$ cat src/sv/ptd_pkg.sv
package ptd_pkg;

  localparam int TASK_SLOTS_DEF = 8;
  localparam int TASK_SLOTS_MAX = 64;

  localparam int DELAY_W  = 15;
  localparam int PERIOD_W = 15;
  localparam int TIME_W   = 32;
  localparam int SLOT_W   = 3;

  localparam logic [TIME_W-1:0] IDLE_NONE = 32'hFFFF_FFFF;

  localparam logic OP_START    = 1'b0;
  localparam logic OP_DISPATCH = 1'b1;

  localparam int QUEUE_DEPTH = 2;
  localparam int QPTR_W      = $clog2(QUEUE_DEPTH);
  localparam int QCNT_W      = $clog2(QUEUE_DEPTH + 1);

  typedef struct packed {
    logic                op;
    logic [DELAY_W-1:0]  start_delay;
    logic [PERIOD_W-1:0] task_period;
    logic [TIME_W-1:0]   elapsed_ms;
  } ptd_in_t;

  typedef struct packed {
    logic [SLOT_W-1:0] assigned_slot;
    logic              table_full;
    logic              run_valid;
    logic [SLOT_W-1:0] run_slot;
    logic [TIME_W-1:0] idle_ms;
  } ptd_out_t;

  typedef enum logic {
    CMD_START,
    CMD_DISPATCH
  } cmd_kind_t;

  typedef struct packed {
    cmd_kind_t           kind;
    logic [DELAY_W-1:0]  start_delay;
    logic [PERIOD_W-1:0] task_period;
    logic [TIME_W-1:0]   elapsed_ms;
  } ptd_cmd_t;

  typedef enum logic {
    BK_IDLE,
    BK_WALK
  } back_state_t;

endpackage

$ cat src/sv/ptd_ram.sv
module ptd_ram #(
  parameter int WIDTH = 32,
  parameter int DEPTH = 8
) (
  input  logic                                    clk,
  input  logic                                    we,
  input  logic [((DEPTH > 1) ? $clog2(DEPTH) : 1)-1:0] waddr,
  input  logic [WIDTH-1:0]                        wdata,
  input  logic [((DEPTH > 1) ? $clog2(DEPTH) : 1)-1:0] raddr,
  output logic [WIDTH-1:0]                        rdata
);

  logic [WIDTH-1:0] mem [DEPTH];
  logic [WIDTH-1:0] rdata_r;

  always_ff @(posedge clk) begin
    if (we) begin
      mem[waddr] <= wdata;
    end
    rdata_r <= mem[raddr];
  end

  assign rdata = rdata_r;

endmodule

$ cat src/sv/ptd_front.sv
module ptd_front
  import ptd_pkg::*;
(
  input  logic     clk,
  input  logic     rst_n,
  input  logic     start,
  output logic     busy,
  input  ptd_in_t  in_item,
  input  logic     q_ready,
  output logic     q_push,
  output ptd_cmd_t q_item
);

  logic     cmd_vld_r, cmd_vld_nxt;
  ptd_cmd_t cmd_r, cmd_nxt;
  logic     accept;

  // holding stage frees up whenever the queue takes the item
  assign busy   = cmd_vld_r && !q_ready;
  assign accept = start && !busy;
  assign q_push = cmd_vld_r && q_ready;
  assign q_item = cmd_r;

  always_comb begin
    cmd_vld_nxt = q_push ? 1'b0 : cmd_vld_r;
    cmd_nxt     = cmd_r;
    if (accept) begin
      cmd_vld_nxt         = 1'b1;
      cmd_nxt.kind        = (in_item.op == OP_DISPATCH) ? CMD_DISPATCH : CMD_START;
      cmd_nxt.start_delay = in_item.start_delay;
      cmd_nxt.task_period = in_item.task_period;
      cmd_nxt.elapsed_ms  = in_item.elapsed_ms;
    end
  end

  always_ff @(posedge clk) begin
    if (!rst_n) begin
      cmd_vld_r <= 1'b0;
    end else begin
      cmd_vld_r <= cmd_vld_nxt;
    end
    cmd_r <= cmd_nxt;
  end

endmodule

$ cat src/sv/ptd_queue.sv
module ptd_queue
  import ptd_pkg::*;
(
  input  logic     clk,
  input  logic     rst_n,
  input  logic     push_valid,
  output logic     push_ready,
  input  ptd_cmd_t push_item,
  output logic     pop_valid,
  input  logic     pop_ready,
  output ptd_cmd_t pop_item
);

  ptd_cmd_t            entry_r [QUEUE_DEPTH];
  logic [QPTR_W-1:0]   wr_ptr_r, wr_ptr_nxt;
  logic [QPTR_W-1:0]   rd_ptr_r, rd_ptr_nxt;
  logic [QCNT_W-1:0]   cnt_r, cnt_nxt;
  logic                do_push, do_pop;

  assign push_ready = (cnt_r != QCNT_W'(QUEUE_DEPTH));
  assign pop_valid  = (cnt_r != '0);
  assign pop_item   = entry_r[rd_ptr_r];
  assign do_push    = push_valid && push_ready;
  assign do_pop     = pop_valid && pop_ready;

  always_comb begin
    wr_ptr_nxt = wr_ptr_r;
    rd_ptr_nxt = rd_ptr_r;
    cnt_nxt    = cnt_r;
    if (do_push) begin
      wr_ptr_nxt = (wr_ptr_r == QPTR_W'(QUEUE_DEPTH - 1)) ? '0 : wr_ptr_r + 1'b1;
    end
    if (do_pop) begin
      rd_ptr_nxt = (rd_ptr_r == QPTR_W'(QUEUE_DEPTH - 1)) ? '0 : rd_ptr_r + 1'b1;
    end
    if (do_push && !do_pop) begin
      cnt_nxt = cnt_r + 1'b1;
    end else if (do_pop && !do_push) begin
      cnt_nxt = cnt_r - 1'b1;
    end
  end

  always_ff @(posedge clk) begin
    if (!rst_n) begin
      wr_ptr_r <= '0;
      rd_ptr_r <= '0;
      cnt_r    <= '0;
    end else begin
      wr_ptr_r <= wr_ptr_nxt;
      rd_ptr_r <= rd_ptr_nxt;
      cnt_r    <= cnt_nxt;
    end
    if (do_push) begin
      entry_r[wr_ptr_r] <= push_item;
    end
  end

endmodule

$ cat src/sv/ptd_back.sv
module ptd_back
  import ptd_pkg::*;
#(
  parameter int TASK_SLOTS = TASK_SLOTS_DEF
) (
  input  logic     clk,
  input  logic     rst_n,
  input  logic     q_valid,
  output logic     q_pop,
  input  ptd_cmd_t q_item,
  output logic     out_valid,
  output ptd_out_t out_item
);

  localparam int IW = (TASK_SLOTS > 1) ? $clog2(TASK_SLOTS) : 1;
  localparam int CW = $clog2(TASK_SLOTS + 1);

  back_state_t           state_r, state_nxt;
  logic [CW-1:0]         rd_cnt_r, rd_cnt_nxt;
  logic                  ev_vld_r, ev_vld_nxt;
  logic [IW-1:0]         ev_idx_r, ev_idx_nxt;
  logic [TIME_W-1:0]     elapsed_r, elapsed_nxt;
  logic                  found_r, found_nxt;
  logic [IW-1:0]         slot_r, slot_nxt;
  logic [TIME_W-1:0]     idle_r, idle_nxt;
  logic [CW-1:0]         next_slot_r, next_slot_nxt;
  logic [TASK_SLOTS-1:0] running_r, running_nxt;
  logic                  out_valid_r, out_valid_nxt;
  ptd_out_t              out_item_r, out_item_nxt;

  logic                  rem_we, per_we;
  logic [IW-1:0]         rem_waddr, raddr;
  logic [TIME_W-1:0]     rem_wdata, rem_rdata;
  logic [PERIOD_W-1:0]   per_rdata;

  logic [TIME_W-1:0]     rem_sub;
  logic                  slot_run, slot_due, last_slot, table_full;

  assign raddr     = rd_cnt_r[IW-1:0];
  assign rem_sub   = rem_rdata - elapsed_r;
  assign slot_due  = (rem_sub == '0) || rem_sub[TIME_W-1];
  assign slot_run  = running_r[ev_idx_r];
  assign last_slot = (ev_idx_r == IW'(TASK_SLOTS - 1));
  assign table_full = (next_slot_r >= CW'(TASK_SLOTS));
  assign q_pop     = (state_r == BK_IDLE) && q_valid;

  ptd_ram #(.WIDTH(TIME_W), .DEPTH(TASK_SLOTS)) u_rem_ram (
    .clk   (clk),
    .we    (rem_we),
    .waddr (rem_waddr),
    .wdata (rem_wdata),
    .raddr (raddr),
    .rdata (rem_rdata)
  );

  ptd_ram #(.WIDTH(PERIOD_W), .DEPTH(TASK_SLOTS)) u_per_ram (
    .clk   (clk),
    .we    (per_we),
    .waddr (next_slot_r[IW-1:0]),
    .wdata (q_item.task_period),
    .raddr (raddr),
    .rdata (per_rdata)
  );

  always_comb begin
    state_nxt = state_r;
    unique case (state_r)
      BK_IDLE: begin
        if (q_valid && q_item.kind == CMD_DISPATCH) begin
          state_nxt = BK_WALK;
        end
      end
      BK_WALK: begin
        if (ev_vld_r && last_slot) begin
          state_nxt = BK_IDLE;
        end
      end
      default: state_nxt = BK_IDLE;
    endcase
  end

  always_comb begin
    rd_cnt_nxt    = rd_cnt_r;
    ev_vld_nxt    = 1'b0;
    ev_idx_nxt    = ev_idx_r;
    elapsed_nxt   = elapsed_r;
    found_nxt     = found_r;
    slot_nxt      = slot_r;
    idle_nxt      = idle_r;
    next_slot_nxt = next_slot_r;
    running_nxt   = running_r;
    out_valid_nxt = 1'b0;
    out_item_nxt  = out_item_r;
    rem_we        = 1'b0;
    rem_waddr     = ev_idx_r;
    rem_wdata     = rem_sub;
    per_we        = 1'b0;

    unique case (state_r)
      BK_IDLE: begin
        if (q_valid) begin
          if (q_item.kind == CMD_START) begin
            out_valid_nxt = 1'b1;
            out_item_nxt  = '0;
            if (table_full) begin
              out_item_nxt.table_full = 1'b1;
            end else begin
              rem_we    = 1'b1;
              rem_waddr = next_slot_r[IW-1:0];
              rem_wdata = TIME_W'(q_item.start_delay);
              per_we    = 1'b1;
              running_nxt[next_slot_r[IW-1:0]] = 1'b1;
              next_slot_nxt = next_slot_r + 1'b1;
              out_item_nxt.assigned_slot = SLOT_W'(next_slot_r);
            end
          end else begin
            rd_cnt_nxt  = '0;
            elapsed_nxt = q_item.elapsed_ms;
            found_nxt   = 1'b0;
            slot_nxt    = '0;
            idle_nxt    = IDLE_NONE;
          end
        end
      end
      BK_WALK: begin
        // read of slot k overlaps the update of slot k-1
        if (rd_cnt_r < CW'(TASK_SLOTS)) begin
          ev_vld_nxt = 1'b1;
          ev_idx_nxt = rd_cnt_r[IW-1:0];
          rd_cnt_nxt = rd_cnt_r + 1'b1;
        end
        if (ev_vld_r && slot_run) begin
          rem_we = 1'b1;
          if (slot_due) begin
            idle_nxt = '0;
            if (!found_r) begin
              found_nxt = 1'b1;
              slot_nxt  = ev_idx_r;
              rem_wdata = rem_sub + TIME_W'(per_rdata);
            end
          end else if (rem_sub < idle_r) begin
            idle_nxt = rem_sub;
          end
        end
        if (ev_vld_r && last_slot) begin
          out_valid_nxt          = 1'b1;
          out_item_nxt           = '0;
          out_item_nxt.run_valid = found_nxt;
          out_item_nxt.run_slot  = SLOT_W'(slot_nxt);
          out_item_nxt.idle_ms   = idle_nxt;
        end
      end
      default: ;
    endcase
  end

  always_ff @(posedge clk) begin
    if (!rst_n) begin
      state_r     <= BK_IDLE;
      ev_vld_r    <= 1'b0;
      next_slot_r <= '0;
      running_r   <= '0;
      out_valid_r <= 1'b0;
      rd_cnt_r    <= '0;
    end else begin
      state_r     <= state_nxt;
      ev_vld_r    <= ev_vld_nxt;
      next_slot_r <= next_slot_nxt;
      running_r   <= running_nxt;
      out_valid_r <= out_valid_nxt;
      rd_cnt_r    <= rd_cnt_nxt;
    end
    ev_idx_r   <= ev_idx_nxt;
    elapsed_r  <= elapsed_nxt;
    found_r    <= found_nxt;
    slot_r     <= slot_nxt;
    idle_r     <= idle_nxt;
    out_item_r <= out_item_nxt;
  end

  assign out_valid = out_valid_r;
  assign out_item  = out_item_r;

endmodule

$ cat src/sv/periodic_task_dispatcher_top.sv
// periodic task dispatcher: table of TASK_SLOTS periodic tasks
// input: raise start with in_item while busy is low; the item is taken at that edge.
//   op start fills the next free slot with start_delay and task_period or,
//   if none is left, flags table_full; op dispatch subtracts elapsed_ms from
//   every running task and picks the lowest-index due task, adding its period back.
// output: one item per input, shown for one cycle with out_valid high;
//   the receiver must take it then, there is no backpressure.
// path: with the slot walk idle a start item passes the input holding register
//   and the queue entry before the output register; a dispatch result waits for
//   the slot walk that reads the remaining-time ram one slot per cycle.
// throughput: one start per cycle outside a walk; a walk takes no new item
//   until it has covered all slots. a two-item queue after the input stage
//   keeps taking items during a walk; busy rises when it and that stage fill.
// reset: synchronous, active low; clears all running flags, the slot count and
//   control state; the rams are not cleared, a slot's times count only once started.
module periodic_task_dispatcher_top
  import ptd_pkg::*;
#(
  parameter int TASK_SLOTS = TASK_SLOTS_DEF
) (
  input  logic     clk,
  input  logic     rst_n,
  input  logic     start,
  output logic     busy,
  input  ptd_in_t  in_item,
  output logic     out_valid,
  output ptd_out_t out_item
);

  logic     f_push, f_ready;
  ptd_cmd_t f_item;
  logic     b_valid, b_pop;
  ptd_cmd_t b_item;

  ptd_front u_front (
    .clk     (clk),
    .rst_n   (rst_n),
    .start   (start),
    .busy    (busy),
    .in_item (in_item),
    .q_ready (f_ready),
    .q_push  (f_push),
    .q_item  (f_item)
  );

  ptd_queue u_queue (
    .clk        (clk),
    .rst_n      (rst_n),
    .push_valid (f_push),
    .push_ready (f_ready),
    .push_item  (f_item),
    .pop_valid  (b_valid),
    .pop_ready  (b_pop),
    .pop_item   (b_item)
  );

  ptd_back #(.TASK_SLOTS(TASK_SLOTS)) u_back (
    .clk       (clk),
    .rst_n     (rst_n),
    .q_valid   (b_valid),
    .q_pop     (b_pop),
    .q_item    (b_item),
    .out_valid (out_valid),
    .out_item  (out_item)
  );

endmodule

$ cat config.mk
export PLATFORM = sky130hd
export DESIGN_NAME = periodic_task_dispatcher_top
export DESIGN_NICKNAME = d
export VERILOG_FILES = /design/src/sv/ptd_pkg.sv /design/src/sv/ptd_ram.sv /design/src/sv/ptd_front.sv /design/src/sv/ptd_queue.sv /design/src/sv/ptd_back.sv /design/src/sv/periodic_task_dispatcher_top.sv
export SDC_FILE = /design/constraint.sdc
export NUM_CORES = 1
export LEC_CHECK = 0
export BUFFER_PORTS_ARGS = -buffer_cell sky130_fd_sc_hd__buf_2
export CORE_MARGIN = 10
export CORE_UTILIZATION = 35
export DETAILED_ROUTE_END_ITERATION = 7
export GPL_TIMING_DRIVEN = 0
export RECOVER_POWER = 50
export REMOVE_ABC_BUFFERS = 1
export SYNTH_ARGS = -nofsm -noshare
export SYNTH_HDL_FRONTEND = slang
export SYNTH_SLANG_ARGS = --single-unit
$ cat constraint.sdc
create_clock -name clk -period 14.4 [get_ports clk]
set_clock_uncertainty 0.05 [all_clocks]
set_input_delay 2.88 -clock clk [delete_from_list [all_inputs] [get_ports clk]]
set_output_delay 2.88 -clock clk [all_outputs]
set_load 0.1 [all_outputs]
# == Word level (Yosys, flattened, before mapping) ==
# Memories as Yosys holds them, arrays and structs flattened. A register that Yosys moved wholly into a read port is not among the register bits.
# Cells that the tools add are included.
# totals
input_bits,66
elab_cells,151
regBits,198
ram_bits,502
output_inout_bits,42
n_memories,3
# mem_list
name,depth,word_bits,read_ports,rd_clocked_by_memory_dff,write_ports,line_no,rtl
u_back.u_rem_ram.mem,8,32,1,1,1,ptd_ram.sv:13,logic [WIDTH-1:0] mem [DEPTH];
u_queue.entry_r,2,63,1,1,1,ptd_queue.sv:14,ptd_cmd_t entry_r [QUEUE_DEPTH];
u_back.u_per_ram.mem,8,15,1,1,1,ptd_ram.sv:13,
# op_classes
order_cmp,6
bitwise,4
eq_ne,7
n_mux,71
addsub,8
reduce_logical,28
# ops
op,n
$mux 32,11
$pmux 32 s2,2
$mux 40,3
$pmux 40 s2,1
$add 32x15->32,1
$logic_not 32->1,1
$lt 32x32->1,1
$sub 32x32->32,1
$mux 1,31
$mux 3,10
$logic_and 1x1->1,12
$mux 4,3
$reduce_and 3->1,3
$add 4x1->4 const B,2
$lt 3x4->1 const B,2
$ne 2x2->1 const B,4
$or 8x8->8,1
$pmux 1 s2,4
$pmux 4 s2,1
$pmux 3 s2,1
$reduce_and 2->1,3
$reduce_bool 2->1,3
$ge 4x4->1 const B,1
$logic_not 1->1,4
other kinds (13),18

# == Depth between registers and ports, before layout ==
# Gate-level depths: netlist of the first run.
# depth
ltp_word,7
ltp_mapped,23
mapped_depth_nobuf,22

# == Modules after synthesis ==
# A second synthesis of the first run with hierarchy kept.
# hier_totals
cells_unflattened,2021
area_unflattened_um2,32234.7
# by_module_without_submodules
mod,area_each_um2,cells_per_inst,seq_area_each_um2,instances
ptd_ram (u_back.u_rem_ram),10466.3,415,8328.0,1
ptd_back,10078.4,1117,3713.6,1
ptd_ram (u_back.u_per_ram),4973.5,201,3903.7,1
ptd_queue,4770.8,220,3883.7,1
ptd_front,1945.6,68,1911.8,1

# == Worst setup path after synthesis of the first run ==
# Ideal clock, no wire load.
# synth_path
kind,input to register
from,input port start
to,"register u_front.cmd_r, in the netlist u_front.q_item[0] (enable)"
setup_time_ps,491
path_stages,1
slack_ps,8208
t_arrival_ps,5652
required_ps,13859
n_path_buf,0
cell_sequence,nor2b_1
# synth_between
elab_chain_cells,1
# synth_lines
element,line_no,rtl
start: declaration,periodic_task_dispatcher_top.sv:23,"input logic start,"
$logic_and 1x1->1,ptd_front.sv:20,assign accept = start && !busy;
end signal: assignment,ptd_front.sv:42,cmd_r <= cmd_nxt;
end: declaration,ptd_front.sv:15,"ptd_cmd_t cmd_r, cmd_nxt;"
# Every way passes these cells.
# A chain may end at the register's enable or synchronous reset.

# == Final worst setup path of the first run ==
# layout_path
from,register u_back.elapsed_r[0]
to,"register u_back.out_item_r, in the netlist u_back.out_item[10], data pin"
# layout_between
elab_chain_cells,7
word_cells_on_any_way,9
cone_classes,1 x add/sub; 1 x order compare; 5 x mux; 2 x reduce/logical
# layout_lines
element,line_no,rtl
start: declaration,ptd_back.sv:22,"logic [TIME_W-1:0] elapsed_r, elapsed_nxt;"
start signal: assignment,ptd_back.sv:174,elapsed_r <= elapsed_nxt;
$sub 32x32->32 (*),ptd_back.sv:40,assign rem_sub = rem_rdata - elapsed_r;
$lt 32x32->1 / $logic_not 32->1 (equally long branches),"ptd_back.sv:141, ptd_back.sv:41",
$mux 32 / $logic_or 1x1->1 (equally long branches),"ptd_back.sv:141, ptd_back.sv:41",
$mux 32 (*),ptd_back.sv:134,if (slot_due) begin
$mux 32 (*),ptd_back.sv:132,if (ev_vld_r && slot_run) begin
$mux 40 (*),ptd_back.sv:145,if (ev_vld_r && last_slot) begin
$pmux 40 s2 (*),ptd_back.sv:99,unique case (state_r)
end signal: assignment,ptd_back.sv:178,out_item_r <= out_item_nxt;
end: declaration,ptd_back.sv:29,"ptd_out_t out_item_r, out_item_nxt;"
# Mark *: on every way between the ends. The rest lies on a longest branch, timed or not. The select of a mux whose other input is x is not followed.

==> impl_metrics.tcl, run 1 <==
set metrics [dict create \
    critical_path_required_ns 14.76 \
    cts.clk_slew.worst_paths_ns 0.06 \
    drive_gt1_share_pct 19.3 \
    grt_pass1_vias 17768 \
    total_leakage_power_uw 0.0125 \
    antenna_found_initial 4 \
    wl_per_cell_um 22.6 \
    drt_iter0_markers 1449 \
    yosysSeqAreaShare_pct 69.2 \
    min_period_over_period_pct 52.2 \
    slowest_stage "nor3b_2" \
    hold_viol 0 \
    synth_area_leader_cell "edfxtp_1" \
    place.port_buffers 107 \
    end_kind "flop" \
    ctsHoldBuffers 0 \
    fp.dieW_um 320 \
    core_um2 88800 \
    grt_max_degree 46 \
    cts_tree "done" \
    yosysWarningCount 0 \
    grtUsageTotal_pct 14.5 \
    cp-start-kind "flop" \
    cts.htree.levels 3 \
    synth_enable_flop_cells 676 \
    yosys_register_bits 748 \
    slew_viol_final 563 \
    grt_remaining_overflow 0 \
    max_stage_delay_ns 0.92 \
    max_freq_mhz 133 \
    path_cells "ha_1, inv_1, fa_1, a211oi_2, o21ai_1, a41oi_1, o21ai_0, a31oi_1, xor2_1, inv_1, ha_1, a21o_1, a21oi_1, o21ai_0, a221oi_1, o211ai_1, a211o_1, nor3b_2, buf_8, a2bb2oi_1, nor2_1" \
    r2r_slack_ns 6.88 \
    regToRegStartpoint "u_back.elapsed_r[0]$_DFFE_PP_" \
    ys_types 77 \
    reg2regPathDepth 21 \
    final_cell_mix "edfxtp_1, nand2_1, inv_1, mux4_2, buf_2" \
    antenna_cells 0 \
    vias 17217 \
    maxCapViolations 18 \
    status "finished, violations left" \
    start_util_pct 35.4 \
    ant_nets 0 \
    setup-tns-final_ns 0 \
    n_fill_cell 7960 \
    ys_async_sr_fraction_pct 0 \
    fin_cells 3318 \
    final_common_cell "edfxtp_1" \
    setup_viol 0 \
    insertion_delay_ns 0.64 \
    drc 0 \
    firstDrtPassIters 5 \
    die_y_um 320 \
    place_hpwl_um 52100 \
    min_path_type "flop to flop" \
    rsz0062_at_grt "no" \
    fin_nets 2241 \
    ios 108 \
    syn_area_um2 31400 \
    placementRows 109 \
    clk_path_buf_depth 3 \
    place.gp.congestion 0.880 \
    power_density_nw_per_um2 217 \
    avgSynthCellArea_um2 16.1 \
    post-cts-setup-buffers 0 \
    r2r_end "u_back.out_item[10]$_SDFFCE_PN0P_" \
    routed_wirelength_um 75100 \
    syn_inst 1955 \
    setup.worst_path.class "flop to flop" \
    grt_pass1_wl_um 112000 \
    tightest_slew_ns 3.48 \
    arrival_ns 7.88 \
    cts_buffers 76 \
    dieArea_um2 102000 \
    syn2layout_area_growth_pct 14.5 \
    ctsResizeCount 0 \
    maxSlewHeadroom_pct -132 \
    period_minus_slack_ns 7.52 \
    vias_per_cell 5.19 \
    violations "capacitance limit, slew limit" \
    crit_end "u_back.out_item[10]$_SDFFCE_PN0P_" \
    cts.sinks 748 \
    path_max_fanout 34 \
    cts-root-buf "clkbuf_16" \
    yosysTopAreaCellShare_pct 64.6 \
    worstSetupStartpoint "u_back.elapsed_r[0]$_DFFE_PP_" \
    synth.area.top_cells "edfxtp_1, mux4_2, dfxtp_1" \
    dpl.cell_count 3178 \
    vdd_ir_drop_max_mv 0.128 \
    synth-main-ff-cell "edfxtp_1" \
]
-- area by class of cell --
class	instances	area [µm²]	share of cell area [%]
timing repair buffer	140	946	2.63
sequential	748	21700	60.4
multi-input combinational	1026	9030	25.1
inverter	100	375	1.04
clock inverter	42	432	1.20
clock buffer	97	1980	5.51
tap	1165	1460	4.05
-- power by group --
group          total, µW  internal (µW)  switching (µW)
Clock               1890           1060             831
Sequential          3120           2990             130
Combinational       2790            869            1920
Total               7800           4920            2880
-- metrics by stage --
step                total power (µW)  setup slack [ns]  hold WS, ns  utilization, %  area (µm²)
floorplan                       5050              8.21        0.371               -       31100
global placement                5880              5.23        0.375            37.2       33100
detailed placement              5950              7.00        0.381            38.1       33800
CTS                             7860              6.97        0.393            40.8       36300
global route                    8220              6.57        0.402            40.5       36000
finish                          7800              6.88        0.393            40.5       36000
-- flip-flops by register name (all words and copies together) (netlist names), named ones only --
name                    cells
u_back.u_rem_ram.mem      256
u_front.q_item             63
u_back.idle_r              32
u_queue.entry_r           126
u_queue.wr_ptr_r            1
u_back.u_per_ram.mem      120
u_back.u_per_ram.rdata     15
u_back.next_slot_r          4
u_queue.rd_ptr_r            1
u_back.ev_idx_r             3
u_queue.cnt_r               2
u_back.rd_cnt_r             4
u_back.u_rem_ram.rdata     32
u_back.state_r              1
u_back.found_r              1
u_back.running_r            8
u_front.cmd_vld_r           1
u_back.ev_vld_r             1
u_back.slot_r               3
u_back.elapsed_r           32
u_back.out_valid            1
u_back.out_item            40
-- worst min path at each step --
stage                                             endpoint  cells past startpoint                    startpoint  slack, ns
after floorplan            u_queue.entry_r[0][0]$_DFFE_PP_                      0   u_front.q_item[0]$_DFFE_PP_       0.37
after global placement    u_queue.entry_r[0][35]$_DFFE_PP_                      0  u_front.q_item[35]$_DFFE_PP_       0.37
after detailed placement  u_queue.entry_r[1][61]$_DFFE_PP_                      0  u_front.q_item[61]$_DFFE_PP_       0.38
after CTS                  u_queue.entry_r[1][8]$_DFFE_PP_                      0   u_front.q_item[8]$_DFFE_PP_       0.39
after global routing      u_queue.entry_r[0][35]$_DFFE_PP_                      0  u_front.q_item[35]$_DFFE_PP_       0.40
final                     u_queue.entry_r[0][61]$_DFFE_PP_                      0  u_front.q_item[61]$_DFFE_PP_       0.39
-- layer usage --
layer	routed length, µm	GRT usage (%)	share of wire [%]	vias to the layer above
met3	3810	2.36	5.1	112
met5	12	0	0.016	-
met4	2020	4.44	2.7	2
li1	-	-	-	7836
met1	33400	19.8	44	8801
met2	35900	23.4	48	466
-- critical path: cells and delay by family, from the launching register on --
kind                     cells  cell delay (ns)
AO/OA/AOI/OAI               12             3.58
XOR/XNOR                     1             0.47
adder cells (fa/ha/maj)      3             1.02
buffers and inverters        3             0.46
flip-flops                   1             0.47
AND/OR/NAND/NOR              2             1.22
-- cell families (layout without fill, tap and decap cells) --
family,Yosys count,count (layout),share of synthesized area (%)
adder cells (fa/ha/maj),83,83,3.35
multiplexers,240,240,11.9
XOR/XNOR,38,38,1.12
AND/OR/NAND/NOR,394,394,6.16
buffers and inverters,181,379,2.31
AO/OA/AOI/OAI,271,271,5.99
flip-flops,748,748,69.2
-- cell usage after synthesis, drive strengths merged, types with 9 or more instances --
library cell,n
buf,23
nand4,21
a21oi,66
ha,81
or3,9
dfxtp,72
edfxtp,676
nand2b,10
xnor2,23
or2,25
o21a,21
nand3,20
o22ai,12
clkbuf,58
o21ai,46
o211ai,18
nand2,130
a2bb2oi,10
o2bb2ai,10
nor2,75
and2,40
mux2,98
mux2i,46
nor3,28
mux4,96
xor2,15
a21o,20
inv,100
(Power assumes the default switching activity.)
==> run 2, diff against run 1 <==
- ABC_AREA: default -> 1
- clock period: 14.4 -> 6.9 ns (I/O delays scaled with it)
==> impl_metrics.tcl, run 2 <==
set metrics [dict create \
    status "finished, violations left" \
    violations "capacitance limit, slew limit" \
    setup.worst_path.class "flop to flop" \
    grt_pass1_vias 20991 \
    ctsResizeCount 0 \
    r2r_end "u_back.u_rem_ram.mem[7][22]$_DFFE_PP_" \
    arrival_ns 6.87 \
    reg2regPathDepth 14 \
    yosysSeqAreaShare_pct 66.6 \
    grtUsageTotal_pct 15.4 \
    place.gp.congestion 0.925 \
    clk_path_buf_depth 3 \
    routed_wirelength_um 84100 \
    vias 22145 \
    synth.area.top_cells "edfxtp_1, nand2_1, nor2_1" \
    fin_nets 3332 \
    setup_viol 0 \
    firstDrtPassIters 5 \
    cts_tree "done" \
    grt_pass1_wl_um 127000 \
    largest_reg_flops 256 \
    tightest_slew_ns 3.16 \
    cts_buffers 75 \
    dieArea_um2 106000 \
    cts.clk_slew.worst_paths_ns 0.06 \
    avgSynthCellArea_um2 10.7 \
    synthTopCellsByCount "edfxtp_1, nand2_1, nor2_1" \
    hold_viol 0 \
    period_minus_slack_ns 6.59 \
    place_hpwl_um 58000 \
    wl_per_cell_um 18.7 \
    path_max_fanout 64 \
    cpLargestDelayFamily "buffers and inverters" \
    hp-start "u_queue.rd_ptr_r$_SDFFE_PN0P_" \
    drt_iter0_markers 1996 \
    min_period_over_period_pct 95.5 \
    start_util_pct 35.4 \
    r2r_slack_ns 0.31 \
    cp-start-kind "flop" \
    path_cells "clkinv_2, buf_12, nand2_1, nand2_1, nor2_1, inv_1, nor2_2, inv_1, a21oi_1, inv_1, nor3_2, buf_6, buf_6, buf_6" \
    core_um2 92100 \
    end_kind "flop" \
    fp.dieW_um 325 \
    max_freq_mhz 152 \
    ctsHoldBuffers 0 \
    vias_per_cell 4.93 \
    slew_viol_final 440 \
    cts-root-buf "clkbuf_16" \
    synth-main-ff-cell "edfxtp_1" \
    yosysTopAreaCellShare_pct 62.2 \
    dpl.cell_count 4349 \
    ys_async_sr_fraction_pct 0 \
    antenna_cells 0 \
    drive_gt1_share_pct 9.06 \
    syn_area_um2 32600 \
    syn2layout_area_growth_pct 14.8 \
    ant_nets 0 \
    critical_path_required_ns 7.18 \
    holdPathStages 1 \
    cts.htree.levels 3 \
    rsz0062_at_grt "no" \
    yosysWarningCount 0 \
    final_cell_mix "edfxtp_1, nand2_1, nor2_1, inv_1, o21ai_0" \
    top_register "u_back.u_rem_ram.mem" \
    setup-tns-final_ns 0 \
    grt_remaining_overflow 0 \
    ys_types 51 \
    antenna_found_initial 1 \
    final_common_cell "edfxtp_1" \
    fin_cells 4489 \
    die_y_um 325 \
    maxSlewHeadroom_pct -111 \
    cts.sinks 748 \
    place.port_buffers 107 \
    critical_path_buf_inv_count 8 \
    n_fill_cell 8745 \
    syn_inst 3060 \
    synth.most_common_cell "edfxtp_1" \
    grt_max_degree 129 \
    placementRows 111 \
    post-cts-setup-buffers 0 \
    slowest_stage "dfxtp_4" \
    max_stage_delay_ns 0.93 \
    maxCapViolations 13 \
    ios 108 \
    reg_top3 "u_back.u_rem_ram.mem: 256 flops, u_queue.entry_r: 126 flops, u_back.u_per_ram.mem: 120 flops" \
    yosys_register_bits 748 \
    synth_area_leader_cell "edfxtp_1" \
    drc 0 \
    min_path_type "flop to flop" \
    insertion_delay_ns 0.64 \
    synth_enable_flop_cells 676 \
]
[run 2: cell type report]
cell class,count,area [µm²],area share [%]
flip-flops and latches,748,21700,58.1
multi-input cells,1924,9460,25.2
clock buffers,103,2030,5.42
well taps,1243,1560,4.15
repair buffers,165,1200,3.21
inverters,269,1030,2.74
clock inverters,37,437,1.17
[run 2: worst max path at each step]
stage	startpoint	end	slack [ns]	cells past startpoint
2_1_floorplan	u_back.rd_cnt_r[0]$_SDFFE_PN0P_	u_back.u_per_ram.rdata[0]$_DFF_P_	-1.09	5
3_3_place_gp	flop	u_back.u_rem_ram.mem[7][23]$_DFFE_PP_	-8.05	10
3_5_place_dp	flop	u_back.u_rem_ram.mem[7][23]$_DFFE_PP_	0.33	14
4_1_cts	flop	u_back.u_rem_ram.mem[7][22]$_DFFE_PP_	0.31	14
5_1_grt	flop	u_back.u_rem_ram.mem[7][22]$_DFFE_PP_	0.01	14
6_report	flop	u_back.u_rem_ram.mem[7][22]$_DFFE_PP_	0.31	14
[run 2: stage by stage]
step | instance area, µm² | hold WS (ns) | util, % | worst slack, ns
CTS | 37700 | 0.389 | 41.0 | 0.312
finish | 37500 | 0.386 | 40.7 | 0.307
global placement | 34200 | 0.373 | 37.2 | -8.05
detailed placement | 35200 | 0.380 | 38.3 | 0.334
global route | 37500 | 0.399 | 40.7 | 0.0146
floorplan | 32100 | 0.371 | - | -1.09
[run 2: kinds of logic (layout without fill, tap and decap cells)]
family	after synthesis	in the layout	synth area share, %
and+or+nand+nor	1353	1353	17.1
AOI/OAI and AO/OA	468	468	7.88
buffers and inverters	388	574	4.60
xor gates and xnor gates	20	20	0.606
DFF	748	748	66.6
adders and majority gates	83	83	3.23
[run 2: metal layers]
metal | GRT usage (%) | share of wire (%)
met4 | 4.46 | 2.7
met1 | 20.6 | 44
met2 | 25.4 | 47
met3 | 2.66 | 6.5
met5 | 0 | 0
Power of run 2 is not shown: default switching activity piles up to over one toggle a cycle in this logic, so the estimate is an artifact.
